### src/dmm_lcd_pkg.sv
// ----------------------------------------------------------------------------
// dmm_lcd_pkg
// Types, constants and the segment decode table of the LCD frame decoder.
// ----------------------------------------------------------------------------
`default_nettype none

package dmm_lcd_pkg;

   localparam int BYTE_W     = 8;
   localparam int NIB_W      = 4;
   localparam int NIB_DEPTH  = 13;
   localparam int SNAP_NIBS  = 12;
   localparam int COUNT_W    = 4;
   localparam int MANT_W     = 14;
   localparam int EXPO_W     = 4;
   localparam int UNIT_W     = 2;
   localparam int DIGIT_W    = 4;

   localparam logic [NIB_W-1:0]   TAG_START = 4'h1;
   localparam logic [NIB_W-1:0]   TAG_END   = 4'hE;
   localparam logic [COUNT_W-1:0] COUNT_MAX = 4'd15;
   localparam logic [COUNT_W-1:0] COUNT_OK  = 4'd13;   // fourteen with the end byte
   localparam logic [COUNT_W-1:0] NIB_LAST  = 4'd13;

   localparam logic [UNIT_W-1:0] UNIT_UNKNOWN = 2'd0;
   localparam logic [UNIT_W-1:0] UNIT_VOLT    = 2'd1;
   localparam logic [UNIT_W-1:0] UNIT_AMP     = 2'd2;

   // nibs[k] holds frame position k+1
   typedef struct packed {
      logic                            frame_ok;
      logic [SNAP_NIBS-1:0][NIB_W-1:0] nibs;
   } frame_snap_type;

   // field order matches the packed reading used for the change test
   typedef struct packed {
      logic              digit_error;
      logic              negative;
      logic [MANT_W-1:0] mantissa;
      logic [EXPO_W-1:0] decimal_exponent;
      logic [UNIT_W-1:0] unit_code;
   } reading_type;

   typedef struct packed {
      logic               bad;
      logic [DIGIT_W-1:0] value;
   } digit_type;

   function automatic digit_type decode_digit(input logic [2:0] seg_a,
                                              input logic [3:0] seg_b);
      digit_type d;
      d.bad = 1'b0;
      case ({seg_a, seg_b})
         {3'h7, 4'hD}: d.value = 4'd0;
         {3'h0, 4'h5}: d.value = 4'd1;
         {3'h5, 4'hB}: d.value = 4'd2;
         {3'h1, 4'hF}: d.value = 4'd3;
         {3'h2, 4'h7}: d.value = 4'd4;
         {3'h3, 4'hE}: d.value = 4'd5;
         {3'h7, 4'hE}: d.value = 4'd6;
         {3'h1, 4'h5}: d.value = 4'd7;
         {3'h7, 4'hF}: d.value = 4'd8;
         {3'h3, 4'hF}: d.value = 4'd9;
         default: begin
            d.value = 4'd0;
            d.bad   = 1'b1;
         end
      endcase
      return d;
   endfunction

endpackage

`default_nettype wire

### src/dmm_lcd_if.sv
// ----------------------------------------------------------------------------
// dmm_lcd_req_if / dmm_lcd_rsp_if
// Valid/ready channels for received bytes and decoded readings.
// ----------------------------------------------------------------------------
`default_nettype none

interface dmm_lcd_req_if import dmm_lcd_pkg::*; ();
   logic              valid;
   logic              ready;
   logic [BYTE_W-1:0] rx_byte;

   modport source (output valid, output rx_byte, input ready);
   modport sink   (input valid, input rx_byte, output ready);
endinterface

interface dmm_lcd_rsp_if import dmm_lcd_pkg::*; ();
   logic              valid;
   logic              ready;
   logic              frame_ok;
   logic              digit_error;
   logic              negative;
   logic [MANT_W-1:0] mantissa;
   logic [EXPO_W-1:0] decimal_exponent;
   logic [UNIT_W-1:0] unit_code;
   logic              changed;

   modport source (output valid, output frame_ok, output digit_error, output negative,
                   output mantissa, output decimal_exponent, output unit_code,
                   output changed, input ready);
   modport sink   (input valid, input frame_ok, input digit_error, input negative,
                   input mantissa, input decimal_exponent, input unit_code,
                   input changed, output ready);
endinterface

`default_nettype wire

### src/dmm_lcd_capture.sv
// ----------------------------------------------------------------------------
// dmm_lcd_capture
// Nibble store and byte counter; snapshots the frame when an end byte lands.
// ----------------------------------------------------------------------------
`default_nettype none

module dmm_lcd_capture import dmm_lcd_pkg::*; (
   input  wire logic              clock,
   input  wire logic              reset,
   input  wire logic              in_valid,
   output      logic              in_ready,
   input  wire logic [BYTE_W-1:0] in_byte,
   output      logic              snap_valid,
   input  wire logic              snap_take,
   output      frame_snap_type    snap
);

   logic [NIB_W-1:0]   nib_ff [NIB_DEPTH];
   logic [COUNT_W-1:0] count_ff, count_in;
   logic               snap_valid_ff, snap_valid_in;
   frame_snap_type     snap_ff, snap_in;

   logic               fire;
   logic [NIB_W-1:0]   tag;
   logic [NIB_W-1:0]   low;
   logic               is_start;
   logic               is_end;
   logic               wr_en;

   assign tag      = in_byte[BYTE_W-1:NIB_W];
   assign low      = in_byte[NIB_W-1:0];
   assign is_start = (tag == TAG_START);
   assign is_end   = (tag == TAG_END);
   assign in_ready = !snap_valid_ff || snap_take;
   assign fire     = in_valid && in_ready;
   assign wr_en    = fire && !is_start && (count_ff < NIB_LAST);

   always_comb begin
      count_in = count_ff;
      if (fire) begin
         if (is_start) begin
            count_in = 4'd1;
         end else if (count_ff != COUNT_MAX) begin
            count_in = count_ff + 4'd1;
         end
      end
   end

   always_comb begin
      snap_valid_in = snap_valid_ff;
      snap_in       = snap_ff;
      if (fire && is_end) begin
         snap_valid_in    = 1'b1;
         snap_in.frame_ok = (count_ff == COUNT_OK);
         for (int k = 0; k < SNAP_NIBS; k++) begin
            snap_in.nibs[k] = nib_ff[k+1];
         end
      end else if (snap_take) begin
         snap_valid_in = 1'b0;
      end
   end

   always_ff @(posedge clock) begin
      if (reset) begin
         count_ff      <= '0;
         snap_valid_ff <= 1'b0;
      end else begin
         count_ff      <= count_in;
         snap_valid_ff <= snap_valid_in;
      end
   end

   always_ff @(posedge clock) begin
      snap_ff <= snap_in;
      if (fire && is_start) begin
         nib_ff[0] <= low;
      end else if (wr_en) begin
         nib_ff[count_ff] <= low;
      end
   end

   assign snap_valid = snap_valid_ff;
   assign snap       = snap_ff;

endmodule

`default_nettype wire

### src/dmm_lcd_decode.sv
// ----------------------------------------------------------------------------
// dmm_lcd_decode
// Segment, sign, exponent and unit decode of one captured frame.
// ----------------------------------------------------------------------------
`default_nettype none

module dmm_lcd_decode import dmm_lcd_pkg::*; (
   input  wire frame_snap_type snap,
   output      reading_type    reading
);

   digit_type         dig [4];
   logic [MANT_W-1:0] mant;
   logic [EXPO_W-1:0] expo;
   logic [UNIT_W-1:0] unit;

   always_comb begin
      for (int i = 0; i < 4; i++) begin
         dig[i] = decode_digit(snap.nibs[2*i][2:0], snap.nibs[2*i+1]);
      end
   end

   assign mant = MANT_W'(dig[0].value) * MANT_W'(1000)
               + MANT_W'(dig[1].value) * MANT_W'(100)
               + MANT_W'(dig[2].value) * MANT_W'(10)
               + MANT_W'(dig[3].value);

   // decimal points at positions 3, 5, 7; micro at 9, milli at 10
   assign expo = (snap.nibs[2][3] ? 4'd3 : 4'd0)
               + (snap.nibs[4][3] ? 4'd2 : 4'd0)
               + (snap.nibs[6][3] ? 4'd1 : 4'd0)
               + (snap.nibs[8][3] ? 4'd3 : 4'd0)
               + (snap.nibs[9][3] ? 4'd3 : 4'd0);

   always_comb begin
      if (snap.nibs[11][3]) begin
         unit = UNIT_AMP;
      end else if (snap.nibs[11][2]) begin
         unit = UNIT_VOLT;
      end else begin
         unit = UNIT_UNKNOWN;
      end
   end

   always_comb begin
      reading = '0;
      if (snap.frame_ok) begin
         reading.digit_error      = dig[0].bad | dig[1].bad | dig[2].bad | dig[3].bad;
         reading.negative         = snap.nibs[0][3];
         reading.mantissa         = mant;
         reading.decimal_exponent = expo;
         reading.unit_code        = unit;
      end
   end

endmodule

`default_nettype wire

### src/dmm_lcd_frame_decoder_unit.sv
// ----------------------------------------------------------------------------
// dmm_lcd_frame_decoder_unit
// An end byte's result passes through the snapshot register, then the result register.
// Throughput: one byte per cycle; the snapshot and result registers decouple
// the channels, so a held result stalls input only once both are full.
// Reset clears the byte count, the last reading and both valid flags.
// ----------------------------------------------------------------------------
`default_nettype none

module dmm_lcd_frame_decoder_unit import dmm_lcd_pkg::*; (
   input  wire logic   clock,
   input  wire logic   reset,
   dmm_lcd_req_if.sink req_link,
   dmm_lcd_rsp_if.source rsp_link
);

   logic           snap_valid;
   logic           snap_take;
   frame_snap_type snap;
   reading_type    reading;

   logic           rsp_valid_ff, rsp_valid_in;
   reading_type    rsp_reading_ff;
   logic           rsp_ok_ff;
   logic           rsp_changed_ff;
   reading_type    last_ff, last_in;
   logic           have_last_ff, have_last_in;
   logic           changed;
   logic           advance;

   dmm_lcd_capture u_capture (
      .clock      (clock),
      .reset      (reset),
      .in_valid   (req_link.valid),
      .in_ready   (req_link.ready),
      .in_byte    (req_link.rx_byte),
      .snap_valid (snap_valid),
      .snap_take  (snap_take),
      .snap       (snap)
   );

   dmm_lcd_decode u_decode (
      .snap    (snap),
      .reading (reading)
   );

   assign snap_take = !rsp_valid_ff || rsp_link.ready;
   assign advance   = snap_valid && snap_take;
   assign changed   = snap.frame_ok && (!have_last_ff || (reading != last_ff));

   always_comb begin
      rsp_valid_in = rsp_valid_ff;
      last_in      = last_ff;
      have_last_in = have_last_ff;
      if (advance) begin
         rsp_valid_in = 1'b1;
         if (snap.frame_ok) begin
            last_in      = reading;
            have_last_in = 1'b1;
         end
      end else if (rsp_link.ready) begin
         rsp_valid_in = 1'b0;
      end
   end

   always_ff @(posedge clock) begin
      if (reset) begin
         rsp_valid_ff <= 1'b0;
         last_ff      <= '0;
         have_last_ff <= 1'b0;
      end else begin
         rsp_valid_ff <= rsp_valid_in;
         last_ff      <= last_in;
         have_last_ff <= have_last_in;
      end
   end

   always_ff @(posedge clock) begin
      if (advance) begin
         rsp_reading_ff <= reading;
         rsp_ok_ff      <= snap.frame_ok;
         rsp_changed_ff <= changed;
      end
   end

   assign rsp_link.valid            = rsp_valid_ff;
   assign rsp_link.frame_ok         = rsp_ok_ff;
   assign rsp_link.digit_error      = rsp_reading_ff.digit_error;
   assign rsp_link.negative         = rsp_reading_ff.negative;
   assign rsp_link.mantissa         = rsp_reading_ff.mantissa;
   assign rsp_link.decimal_exponent = rsp_reading_ff.decimal_exponent;
   assign rsp_link.unit_code        = rsp_reading_ff.unit_code;
   assign rsp_link.changed          = rsp_changed_ff;

endmodule

`default_nettype wire

### src/flat_wrapper.sv
// flat-port wrapper written by rule: the top's interface ports become plain ports
module dmm_lcd_frame_decoder_unit_flat import dmm_lcd_pkg::*;
  (clock, reset, req_link_valid, req_link_rx_byte, req_link_ready, rsp_link_valid, rsp_link_frame_ok, rsp_link_digit_error, rsp_link_negative, rsp_link_mantissa, rsp_link_decimal_exponent, rsp_link_unit_code, rsp_link_changed, rsp_link_ready);
  dmm_lcd_req_if req_link_i ();
  dmm_lcd_rsp_if rsp_link_i ();
  input  wire logic clock;
  input  wire logic reset;
  input wire logic [$bits(req_link_i.valid)-1:0] req_link_valid;
  input wire logic [$bits(req_link_i.rx_byte)-1:0] req_link_rx_byte;
  output wire logic [$bits(req_link_i.ready)-1:0] req_link_ready;
  output wire logic [$bits(rsp_link_i.valid)-1:0] rsp_link_valid;
  output wire logic [$bits(rsp_link_i.frame_ok)-1:0] rsp_link_frame_ok;
  output wire logic [$bits(rsp_link_i.digit_error)-1:0] rsp_link_digit_error;
  output wire logic [$bits(rsp_link_i.negative)-1:0] rsp_link_negative;
  output wire logic [$bits(rsp_link_i.mantissa)-1:0] rsp_link_mantissa;
  output wire logic [$bits(rsp_link_i.decimal_exponent)-1:0] rsp_link_decimal_exponent;
  output wire logic [$bits(rsp_link_i.unit_code)-1:0] rsp_link_unit_code;
  output wire logic [$bits(rsp_link_i.changed)-1:0] rsp_link_changed;
  input wire logic [$bits(rsp_link_i.ready)-1:0] rsp_link_ready;
  assign req_link_i.valid = req_link_valid;
  assign req_link_i.rx_byte = req_link_rx_byte;
  assign req_link_ready = req_link_i.ready;
  assign rsp_link_valid = rsp_link_i.valid;
  assign rsp_link_frame_ok = rsp_link_i.frame_ok;
  assign rsp_link_digit_error = rsp_link_i.digit_error;
  assign rsp_link_negative = rsp_link_i.negative;
  assign rsp_link_mantissa = rsp_link_i.mantissa;
  assign rsp_link_decimal_exponent = rsp_link_i.decimal_exponent;
  assign rsp_link_unit_code = rsp_link_i.unit_code;
  assign rsp_link_changed = rsp_link_i.changed;
  assign rsp_link_i.ready = rsp_link_ready;
  dmm_lcd_frame_decoder_unit u_core (.clock(clock), .reset(reset), .req_link(req_link_i), .rsp_link(rsp_link_i));
endmodule
### config.mk
export PLATFORM = sky130hd
export DESIGN_NAME = dmm_lcd_frame_decoder_unit_flat
export DESIGN_NICKNAME = d
export VERILOG_FILES = /design/src/dmm_lcd_pkg.sv /design/src/dmm_lcd_if.sv /design/src/dmm_lcd_capture.sv /design/src/dmm_lcd_decode.sv /design/src/dmm_lcd_frame_decoder_unit.sv /design/src/flat_wrapper.sv
export SDC_FILE = /design/constraint.sdc
export NUM_CORES = 1
export LEC_CHECK = 0
export ABC_AREA = 0
export BUFFER_PORTS_ARGS = -buffer_cell sky130_fd_sc_hd__buf_2
export CORE_UTILIZATION = 65
export DETAILED_ROUTE_END_ITERATION = 10
export PLACE_DENSITY = 0.84
export SLEW_MARGIN = 30
export SYNTH_ARGS = -nofsm -noshare
export SYNTH_HDL_FRONTEND = slang
export SYNTH_SLANG_ARGS = --single-unit
export TNS_END_PERCENT = 100
### constraint.sdc
create_clock -name clock -period 13.15 [get_ports clock]
set_input_delay 1.315 -clock clock [delete_from_list [all_inputs] [get_ports clock]]
set_output_delay 1.315 -clock clock [all_outputs]
set_load 0.02 [all_outputs]
* Yosys cells after proc, flatten, opt, wreduce, memory -nomap -nowiden
Memories as Yosys holds them, arrays and structs flattened. A register that Yosys moved wholly into a read port is not among the register bits. Cells that the tools add are included.
Word-level totals: flip-flop bits (word level) 54, bits in writable memories 52, ROM bits 0, bits of input ports 12, memories 1, output and inout bits 26, latch bits 0
Operators by class: add/sub/neg operators 8, bitwise gates (word level) 3, div/mod/pow operators 0, reductions and logical operators 24, shift operators 0, multipliers 3, $lt $le $gt $ge 1, muxes and demuxes 30, eq/ne operators 45
Memory list:
- u_core.u_capture.nib_ff | words 13, width 4, rd ports 11, clocked after Yosys merged registers in 11, wr ports 1, line dmm_lcd_capture.sv:18 | logic [NIB_W-1:0] nib_ff [NIB_DEPTH];
Operators with widths (number):
- $pmux 4 s9 | 4
- $eq 7x7->1 const B | 16
- $eq 7x6->1 const B | 12
- $eq 7x5->1 const B | 8
- $reduce_or 10->1 | 4
- $eq 7x3->1 const B | 4
- $mux 22 | 1
- $ne 22x22->1 | 1
- $mux 1 | 16
- $mux 4 | 4
- $add 14x11->14 | 1
- $add 14x4->14 | 1
- $add 14x8->14 | 1
- $mul 4x7->11 const B | 1
- $mux 2 | 5
- $mul 4x5->9 const B | 1
- $add 4x2->4 | 2
- $eq 4x4->1 const B | 2
- $logic_and 1x1->1 | 7
- $mul 4x3->7 const B | 1
- $reduce_bool 2->1 | 3
- $add 3x1->4 | 1
- $add 4x1->4 const B | 1
- $eq 4x1->1 const B | 1
- other kinds (8) | 16

* Longest topological paths before layout
Gate-level depths: netlist of run 1.
depth after elaboration 11, gate-level depth with buffers 25

* By module
Synthesis of run 1 repeated with hierarchy kept, for this count alone.
Second synthesis, totals: cells, all modules 609, area, all modules 7682.4 um^2
Modules (own cells, without submodules):
- dmm_lcd_capture | times used 1, area each 3357.0 um^2, cells an instance 159, seq. area each 3012.9 um^2
- dmm_lcd_decode | times used 1, area each 2507.4 um^2, cells an instance 317, seq. area each 0.0 um^2
- dmm_lcd_frame_decoder_unit | times used 1, area each 1818.0 um^2, cells an instance 133, seq. area each 1201.2 um^2

* Least setup slack after synthesis of run 1
Ideal clock, no wire load.
path type reg2reg, start point reg, netlist name u_core.u_capture.snap[2], end point reg u_core.rsp_changed_ff, in the netlist u_core.rsp_link.changed (data pin), cell stages (with the launch flop) 26, path slack 7.577 ns, period minus slack after synthesis 5.573 ns, data required time 12.874 ns, setup time 0.276 ns, arrival 5.298 ns, cells stage by stage edfxtp_1 or3_4 nor3_4 a21o_2 inv_1 fa_1 inv_1 fa_1 inv_1 ha_1 inv_1 nor2_1 o21ai_0 nand2b_1 xnor2_1 ha_1 ha_1 ha_1 clkbuf_1 nor3b_1 a21oi_1 a2bb2oi_1 and4b_1 o2111ai_1 a2111oi_2 a41oi_1
On the way: longest elaborated chain between the ends 10, elaborated cells on any way between the ends 24
Ends and longest elaborated chain:
- $eq 7x6->1 (tied with other cells) | line dmm_lcd_pkg.sv:53 | case ({seg_a, seg_b})
- $pmux 4 s9 / $reduce_or 10->1 (equally long branches)
- $mul 4x7->11 / $mux 1 (equally long branches) | line dmm_lcd_decode.sv:23, dmm_lcd_pkg.sv:53
- $add 14x11->14 / $or 1x1->1 (equally long branches) | line dmm_lcd_decode.sv:24, dmm_lcd_decode.sv:48
- $add 14x8->14 / $or 1x1->1 (equally long branches) | line dmm_lcd_decode.sv:25, dmm_lcd_decode.sv:48
- $add 14x4->14 / $or 1x1->1 (equally long branches) | line dmm_lcd_decode.sv:26, dmm_lcd_decode.sv:48
- $mux 22 * | line dmm_lcd_decode.sv:47 | if (snap.frame_ok) begin
- $ne 22x22->1 * | line dmm_lcd_frame_decoder_unit.sv:49 | assign changed = snap.frame_ok && (!have_last_ff || (reading != last_ff));
- $logic_or 1x1->1 * | line dmm_lcd_frame_decoder_unit.sv:49
- $logic_and 1x1->1 * | line dmm_lcd_frame_decoder_unit.sv:49
- via u_core.changed | line dmm_lcd_frame_decoder_unit.sv:28 | logic changed;
- to (signal assigned) | line dmm_lcd_frame_decoder_unit.sv:82 | rsp_changed_ff <= changed;
- to (decl) | line dmm_lcd_frame_decoder_unit.sv:25 | logic rsp_changed_ff;
The timed path passes the listed nets; every way through them passes the cells marked *. A chain may end at the register's enable or synchronous reset.

* Worst setup path after layout of run 1
start point reg, netlist name u_core.u_capture.snap[2], end point reg u_core.rsp_changed_ff, in the netlist u_core.rsp_link.changed (data pin)
On the way: longest elaborated chain between the ends 10, elaborated cells on any way between the ends 24
Ends and longest elaborated chain (line):
- $eq 7x6->1 (tied with other cells) | dmm_lcd_pkg.sv:53
- $pmux 4 s9 / $reduce_or 10->1 (equally long branches)
- $mul 4x7->11 / $mux 1 (equally long branches) | dmm_lcd_decode.sv:23, dmm_lcd_pkg.sv:53
- $add 14x11->14 / $or 1x1->1 (equally long branches) | dmm_lcd_decode.sv:24, dmm_lcd_decode.sv:48
- $add 14x8->14 / $or 1x1->1 (equally long branches) | dmm_lcd_decode.sv:25, dmm_lcd_decode.sv:48
- $add 14x4->14 / $or 1x1->1 (equally long branches) | dmm_lcd_decode.sv:26, dmm_lcd_decode.sv:48
- $mux 22 * | dmm_lcd_decode.sv:47
- $ne 22x22->1 * | dmm_lcd_frame_decoder_unit.sv:49
- $logic_or 1x1->1 * | dmm_lcd_frame_decoder_unit.sv:49
- $logic_and 1x1->1 * | dmm_lcd_frame_decoder_unit.sv:49
- via u_core.changed | dmm_lcd_frame_decoder_unit.sv:28
Marks and branches as above.

==> results by group, run 1 <==
Timing
  • Crit path time final: around 5.9 ns
  • Final hold violation count: 0
  • Period utilization: a little under half
  • Slew Limit Fails: 0
  • Final Setup Violations: 0
  • Setup WS post-layout: 7.21 ns
  • Setup TNS: 0 ns
  • Clock Skew: around 0.012 ns
  • Tightest Pin Transition: 0.829 ns
  • Max frequency: ~170 MHz
  • Worst slew margin: roughly 45%
  • Unrepaired setup endpoints after global routing: no

Clock network
  • CTS tree: yes
  • CTS buffer count: 17
  • Hold_buf cts: 0
  • CTS Root Cell: clkbuf_8
  • # Post-CTS Setup Buffers: 0
  • Clock Sink Count: 126
  • Clock transition at path regs: 0.06 ns
  • Clock Path Buffers: 2
  • Resized cells post-CTS: 0
  • Clock latency on the worst-skew pair: around 0.52 ns
  • CTS H-tree depth: 4

Finish
  • Fin util: 76.3%
  • Sequential cell area: 3490 um2
  • ANT cells: 0
  • Area of the multi-input gates: 3370 um2
  • Final instance area: roughly 8000 um2
  • Nets: ~790
  • Fillers: 643
  • Area grow syn2layout: 12.1%
  • Layout cells sized above 1: approximately 11%

GRT
  • First-pass GRT wire length: 23,200 um
  • GRT Max-Usage Layer: met2
  • Met1 usage: 32.4%
  • Largest net degree at the start of global routing: 38
  • Congestion Overflow GR: 0
  • Met3 Use GR: 5.41%
  • GR Util met2: between 40% and 50%
  • Vias in the first global route: 5,047
  • Initial antenna violation count: 0
  • Overall global routing resource usage: 26.4%

Route
  • # DRC: 0
  • Drt first pass iters: 7
  • Initial DRC count: 357
  • Vias: just over 5k
  • Detail Route Antenna Nets: 0
  • DR WL/cell: 16.4 um
  • Total wire length: 13,800 um
  • Drt via density: 5.95

Die
  • Placeable Area: 10,500 um2
  • DIE AREA: approximately 11,000 um2
  • Rows: 37
  • Die Y: 107 um
  • Initial Utilization: 68.0%
  • Die X: approximately 110 um
  • # IOs: 38

Setup path
  • Element type at the critical path start: flop
  • R2R depth: 22
  • Crit Path Class: flop to flop
  • Req. time, crit path: 13.40 ns
  • Setup crit end kind: flop
  • CP max FO: 9
  • Critical path arrival: 6.19 ns
  • Reg-to-reg critical path startpoint: u_core.u_capture.snap[2]$_DFFE_PP_
  • Reg-to-Reg End: u_core.rsp_link.changed$_DFFE_PP_
  • Setup slack, reg-to-reg: 7.21 ns

Synth
  • Cells after Synth: 656
  • Yosys top cell by area: edfxtp_1
  • Cell area after synthesis: 7150 um2
  • Netlist cell types: 66
  • Ys flop type: edfxtp_1
  • Syn. warnings: 0
  • Yosys reg bits: 126
  • Post-Syn Nets: 745
  • Post-synth ARST share: 0%
  • Synth top area cells: edfxtp_1 (41%), ha_1 (9.8%), dfxtp_1 (8.1%), fa_1 (5.9%), nand2_1 (3.9%)
  • Share of the synthesized area in the top cell type: about two fifths
  • Post-synth EDFFs: 97
  • Avg Inst Size Synth: about 11 um2
  • Seq/Total Area, Yosys: 48.9%

Worst hold path
  • Min-Delay Endpoint: u_core.u_capture.snap[21]$_DFFE_PP_
  • HP Start: u_core.u_capture.nib_ff[6][1]$_DFFE_PP_
  • Hold path depth: 0
  • Worst min path class: flop to flop

Flow run
  • Max cap viols: 0

Placed design
  • DP HPWL: 9990 um
  • Place WS: ~7.3 ns
  • DP Area: ~7500 um2
  • PortBufs: 37
  • Final GP Congestion: 0.816

Power
  • PwrDens: 112 nW/um2
  • Worst vdd ir: around 0.13 mV
  • Leak: 3.28 nW
  • Pwr Total: 0.000896 W

Status
  • Outcome: finished, final reports clean
-- how the worst max path moves through the flow --
stage | depth (start not counted) | to | from | slack [ns]
2_1_floorplan | 25 | u_core.rsp_link.changed$_DFFE_PP_ | u_core.u_capture.snap[2]$_DFFE_PP_ | 7.58
3_3_place_gp | 24 | u_core.rsp_link.changed$_DFFE_PP_ | u_core.u_capture.snap[2]$_DFFE_PP_ | 7.47
3_5_place_dp | 22 | u_core.rsp_link.changed$_DFFE_PP_ | u_core.u_capture.snap[2]$_DFFE_PP_ | 7.27
4_1_cts | 22 | u_core.rsp_link.changed$_DFFE_PP_ | u_core.u_capture.snap[2]$_DFFE_PP_ | 7.22
5_1_grt | 24 | u_core.rsp_link.changed$_DFFE_PP_ | u_core.u_capture.snap[2]$_DFFE_PP_ | 6.78
6_report | 22 | u_core.rsp_link.changed$_DFFE_PP_ | u_core.u_capture.snap[2]$_DFFE_PP_ | 7.21
-- per-stage QoR --
step / hold slack, ns / instances
after global routing: 0.425 / 845
after global placement: 0.402 / 813
final: 0.418 / 845
after detailed placement: 0.405 / 813
after floorplan: 0.400 / 656
after CTS: 0.420 / 845
-- power breakdown --
group	internal (W)	switching [W]	total [W]
logic	0.00000789	0.0000156	0.0000235
clock network	0.000270	0.000170	0.000439
registers	0.000430	0.00000332	0.000433
total	0.000707	0.000189	0.000896
-- worst max-delay path, stage by stage (launching register included) --
cell	delay, ns
edfxtp_1	0.46
or3_4	0.44
nor3_4	0.18
a21o_2	0.16
inv_1	0.10
fa_1	0.61
inv_1	0.10
fa_1	0.51
inv_1	0.04
ha_1	0.31
nand2_1	0.06
o311ai_0	0.42
nor2_1	0.10
xnor2_1	0.14
ha_1	0.30
ha_1	0.46
nor3b_1	0.10
a21oi_1	0.19
a2bb2oi_1	0.18
and4b_1	0.21
o2111ai_1	0.11
a2111oi_2	0.32
a41oi_1	0.15
-- cells in the final DEF (no fill, tap or decap), types with 9 or more instances in the layout --
| cell | count |
|---|---|
| edfxtp_1 | 97 |
| nand2_1 | 74 |
| ha_1 | 56 |
| inv_1 | 54 |
| a21oi_1 | 45 |
| buf_2 | 37 |
| nor2_1 | 35 |
| dfxtp_1 | 29 |
| nor3_1 | 21 |
| fa_1 | 21 |
| clkbuf_16 | 16 |
| o21ai_0 | 15 |
| nand3_1 | 14 |
| nand2b_1 | 13 |
| xnor2_1 | 13 |
| xor2_1 | 11 |
| and2_1 | 10 |
| and3_1 | 10 |
| nor4_1 | 9 |
-- layout make-up --
cell class / count / share of cell area (%)
clock buffer: 19 / 5.26
clock inverter: 13 / 1.73
timing repair buffer: 40 / 2.59
tap: 136 / 2.12
multi-input combinational: 455 / 42.1
sequential: 126 / 43.6
inverter: 56 / 2.62
-- synthesized netlist by cell type (3+ instances only) --
cell,number
nand3_1,14
a21oi_1,45
or4_1,3
nor4_1,9
edfxtp_1,97
dfxtp_1,29
o21a_1,3
clkbuf_1,17
inv_1,54
a21o_1,3
a22oi_1,3
o2111ai_1,3
o31ai_1,5
nand3b_1,5
and2_1,10
or3_1,3
and3_1,10
nor2b_1,8
a31oi_1,3
o22ai_1,5
nor3b_1,5
ha_1,56
xor2_1,11
o211ai_1,4
nor3_1,21
o21ai_0,15
nand4_1,4
nand2b_1,13
xnor2_1,13
fa_1,21
a32oi_1,3
nand4b_1,8
nor2_1,35
nand2_1,74
-- sequential cells by signal, indices dropped and copies added, names as in the netlist, 2 cells and up --
signal                            count
u_core.u_capture.snap                37
u_core.rsp_link.mantissa             14
u_core.u_capture.nib_ff              36
u_core.rsp_link.decimal_exponent      4
u_core.rsp_link.unit_code             2
u_core.u_capture.count_ff             4
u_core.last_ff                       22
-- logic make-up after synthesis --
group	share of synthesized area, %
AO/OA/AOI/OAI	10.5
adder cells (fa/ha/maj)	15.7
flip-flops	48.9
AND/OR/NAND/NOR	17.4
multiplexers	0.280
buffers and inverters	3.96
XOR/XNOR	3.27
-- metal layers --
layer / vias to the layer above / share of wire (%)
li1: 2467 / -
met1: 2367 / 42
met2: 167 / 51
met3: 29 / 5.1
met4: 0 / 2.5
met5: - / 0
(Power assumes the default switching activity.)
==> inputs of run 2 (changes only) <==
- ABC_AREA: 0 -> 1
- CORE_UTILIZATION: 65 -> 62
- PLACE_DENSITY: 0.84 -> 0.81
- clock period: 13.15 -> 5.9 ns (I/O delays scaled with it)
==> results by group, run 2 <==
Setup path
  • CP max stage delay: ~0.6 ns
  • Crit-path most repeated cell: nand2_1
  • Reg-to-Reg End: u_core.rsp_link.changed$_DFFE_PP_
  • Critical path arrival: about 5.7 ns
  • CP max FO: 5
  • Element type at the critical path start: flop
  • Crit path max-delay cell type: fa_1
  • Crit Path Class: flop to flop
  • Reg-to-reg critical path startpoint: u_core.u_capture.snap[4]$_DFFE_PP_
  • Setup slack, reg-to-reg: 0.41 ns
  • Setup crit end kind: flop
  • Buf/Inv on CP: 3
  • Cell family with most CP delay: adder cells
  • Req. time, crit path: 6.06 ns
  • R2R depth: 28

Synth
  • Netlist cell types: 41
  • Post-Syn Nets: 888
  • Most common library cells after synthesis: nand2_1 (180), inv_1 (134), edfxtp_1 (97)
  • Yosys reg bits: 126
  • Synth top area cells: edfxtp_1 (40%), ha_1 (9.6%), nand2_1 (9.3%), dfxtp_1 (8.0%), inv_1 (6.9%)
  • Most frequent cell after synthesis: nand2_1
  • Post-synth EDFFs: 97
  • Yosys top cell by area: edfxtp_1
  • Post-synth ARST share: 0%
  • Seq/Total Area, Yosys: 47.9%
  • Share of the synthesized area in the top cell type: 40.0%
  • Avg Inst Size Synth: slightly above 9 um2
  • Cells after Synth: 799
  • Ys flop type: edfxtp_1
  • Cell area after synthesis: 7290 um2
  • Syn. warnings: 0

Power
  • Reg power frac: 46.1%
  • Switch share: 21.3%
  • Combinational share of power: 2.9%
  • Clock Power Share: 50.9%
  • Int Pwr: 0.00165 W
  • PwrDens: approximately 250 nW/um2
  • Worst vdd ir: 0.361 mV
  • Leak: 3.94 nW
  • Psw: 0.000446 W

Timing
  • Worst slew margin: about two fifths
  • Final hold violation count: 0
  • Unrepaired setup endpoints after global routing: no
  • Max frequency: 182 MHz
  • Period utilization: between 90 and 100%
  • Crit path time final: 5.49 ns
  • Slew Limit Fails: 0
  • Setup TNS: 0 ns
  • Hold WS: 0.416 ns
  • Clock Skew: 0.00959 ns
  • Final Setup Violations: 0
  • Tightest Pin Transition: 0.887 ns
  • Setup WS post-layout: ~0.41 ns

Placed design
  • Place WS: 0.358 ns
  • DP Area: 7630 um2
  • DP HPWL: 10,800 um
  • PortBufs: 37
  • Final GP Congestion: 0.862

Route
  • Drt via density: 5.46
  • Detail Route Antenna Nets: 0
  • Total wire length: about 15,000 um
  • Drt first pass iters: 6
  • # DRC: 0
  • DR WL/cell: between 10 and 15 um
  • Initial DRC count: between 400 and 500
  • Vias: 5,486

Flow run
  • Max cap viols: 0

Clock network
  • CTS buffer count: 17
  • CTS H-tree depth: 4
  • # Post-CTS Setup Buffers: 0
  • Clock Path Buffers: 2
  • Clock transition at path regs: approximately 0.060 ns
  • Clock Sink Count: 126
  • Clock latency on the worst-skew pair: 0.42 ns
  • CTS tree: yes
  • Resized cells post-CTS: 0
  • CTS Root Cell: clkbuf_16
  • Hold_buf cts: 0

Die
  • Die X: 110 um
  • Placeable Area: approximately 11,000 um2
  • Rows: 39
  • # IOs: 38
  • Initial Utilization: a little under two thirds
  • DIE AREA: approximately 12,000 um2
  • Die Y: between 100 and 150 um

Finish
  • Fin util: 72.2%
  • Area grow syn2layout: 13.2%
  • Nets: roughly 940
  • Most common cell after layout, fill and taps aside: nand2_1
  • Most frequent cells in the layout: nand2_1 (180), inv_1 (133), edfxtp_1 (97), nor2_1 (93), ha_1 (56)
  • Max reg flops: 37
  • ANT cells: 0
  • Layout cells sized above 1: 10.8%
  • Fillers: 805
  • Final instance area: 8250 um2

Worst hold path
  • Hold path depth: 0
  • Worst min path class: flop to flop
  • HP Start: u_core.u_capture.nib_ff[4][3]$_DFFE_PP_
  • Min-Delay Endpoint: u_core.u_capture.snap[15]$_DFFE_PP_

GRT
  • Overall global routing resource usage: between 20% and 30%
  • Initial antenna violation count: 0
  • Largest net degree at the start of global routing: 39
  • Congestion Overflow GR: 0
  • First-pass GRT wire length: 25,400 um
  • Vias in the first global route: 5,625

Status
  • Outcome: finished, final reports clean
==> run 2: cell count changes in the layout (fill, tap and decap cells not counted), sizes merged, moves of 9 or more <==
cell / previous run / this run
nand2: 74 / 186
inv: 59 / 141
nor3: 22 / 13
nor2: 35 / 96
o21ai: 15 / 27
and3: 10 / 1
nand4: 4 / 13
nand3: 14 / 36
nand2b: 13 / 0
==> run 2: layer usage <==
metal | global-route usage [%] | part of all wire, %
met1 | 29.5 | 39
met2 | 47.7 | 53
met3 | 6.09 | 5.7
met4 | 11.1 | 2.0
met5 | 0 | 0
==> run 2: cell type report <==
| cell class | instances | area, um2 | area share [%] |
|---|---|---|---|
| clock buffer | 17 | 425 | 5.16 |
| timing repair buffer | 40 | 208 | 2.52 |
| sequential | 126 | 3490 | 42.4 |
| tap | 143 | 179 | 2.17 |
| clock inverter | 15 | 181 | 2.20 |
| inverter | 136 | 510 | 6.19 |
| multi-input combinational | 527 | 3250 | 39.4 |
==> run 2: power by group through the flow <==
stage	Combinational (W)	Sequential, W	Clock (W)
6_report	0.0000617	0.000965	0.00107
5_1_grt	0.0000688	0.000966	0.00112
4_1_cts	0.0000607	0.000965	0.00108
3_5_place_dp	0.0000589	0.000983	0
3_3_place_gp	0.0000558	0.000982	0
2_1_floorplan	0.0000374	0.000983	0
==> run 2: through the flow <==
stage / std cells / total power (W)
floorplan: 799 / 0.00102
global placement: 972 / 0.00104
detailed placement: 972 / 0.00104
CTS: 1004 / 0.00210
global route: 1004 / 0.00215
finish: 1004 / 0.00209
==> run 2: worst max-delay path by stage <==
stage                                       start                                 end  slack [ns]  depth (start not counted)
6_report       u_core.u_capture.snap[4]$_DFFE_PP_   u_core.rsp_link.changed$_DFFE_PP_        0.41                         28
5_1_grt        u_core.u_capture.snap[0]$_DFFE_PP_   u_core.rsp_link.changed$_DFFE_PP_        0.01                         30
4_1_cts        u_core.u_capture.snap[4]$_DFFE_PP_   u_core.rsp_link.changed$_DFFE_PP_        0.34                         30
3_5_place_dp   u_core.u_capture.snap[4]$_DFFE_PP_   u_core.rsp_link.changed$_DFFE_PP_        0.36                         28
3_3_place_gp   u_core.u_capture.snap[4]$_DFFE_PP_   u_core.rsp_link.changed$_DFFE_PP_        0.54                         30
2_1_floorplan                      rsp_link_ready  u_core.u_capture.snap[0]$_DFFE_PP_        0.76                          6
==> run 2: kinds of logic after synthesis <==
logic type               share of synthesized area [%]
AND/OR/NAND/NOR                                   20.9
buffers and inverters                             7.69
flip-flops                                        47.9
AO/OA/AOI/OAI                                     5.96
adder cells (fa/ha/maj)                           15.4
XOR/XNOR                                          2.16
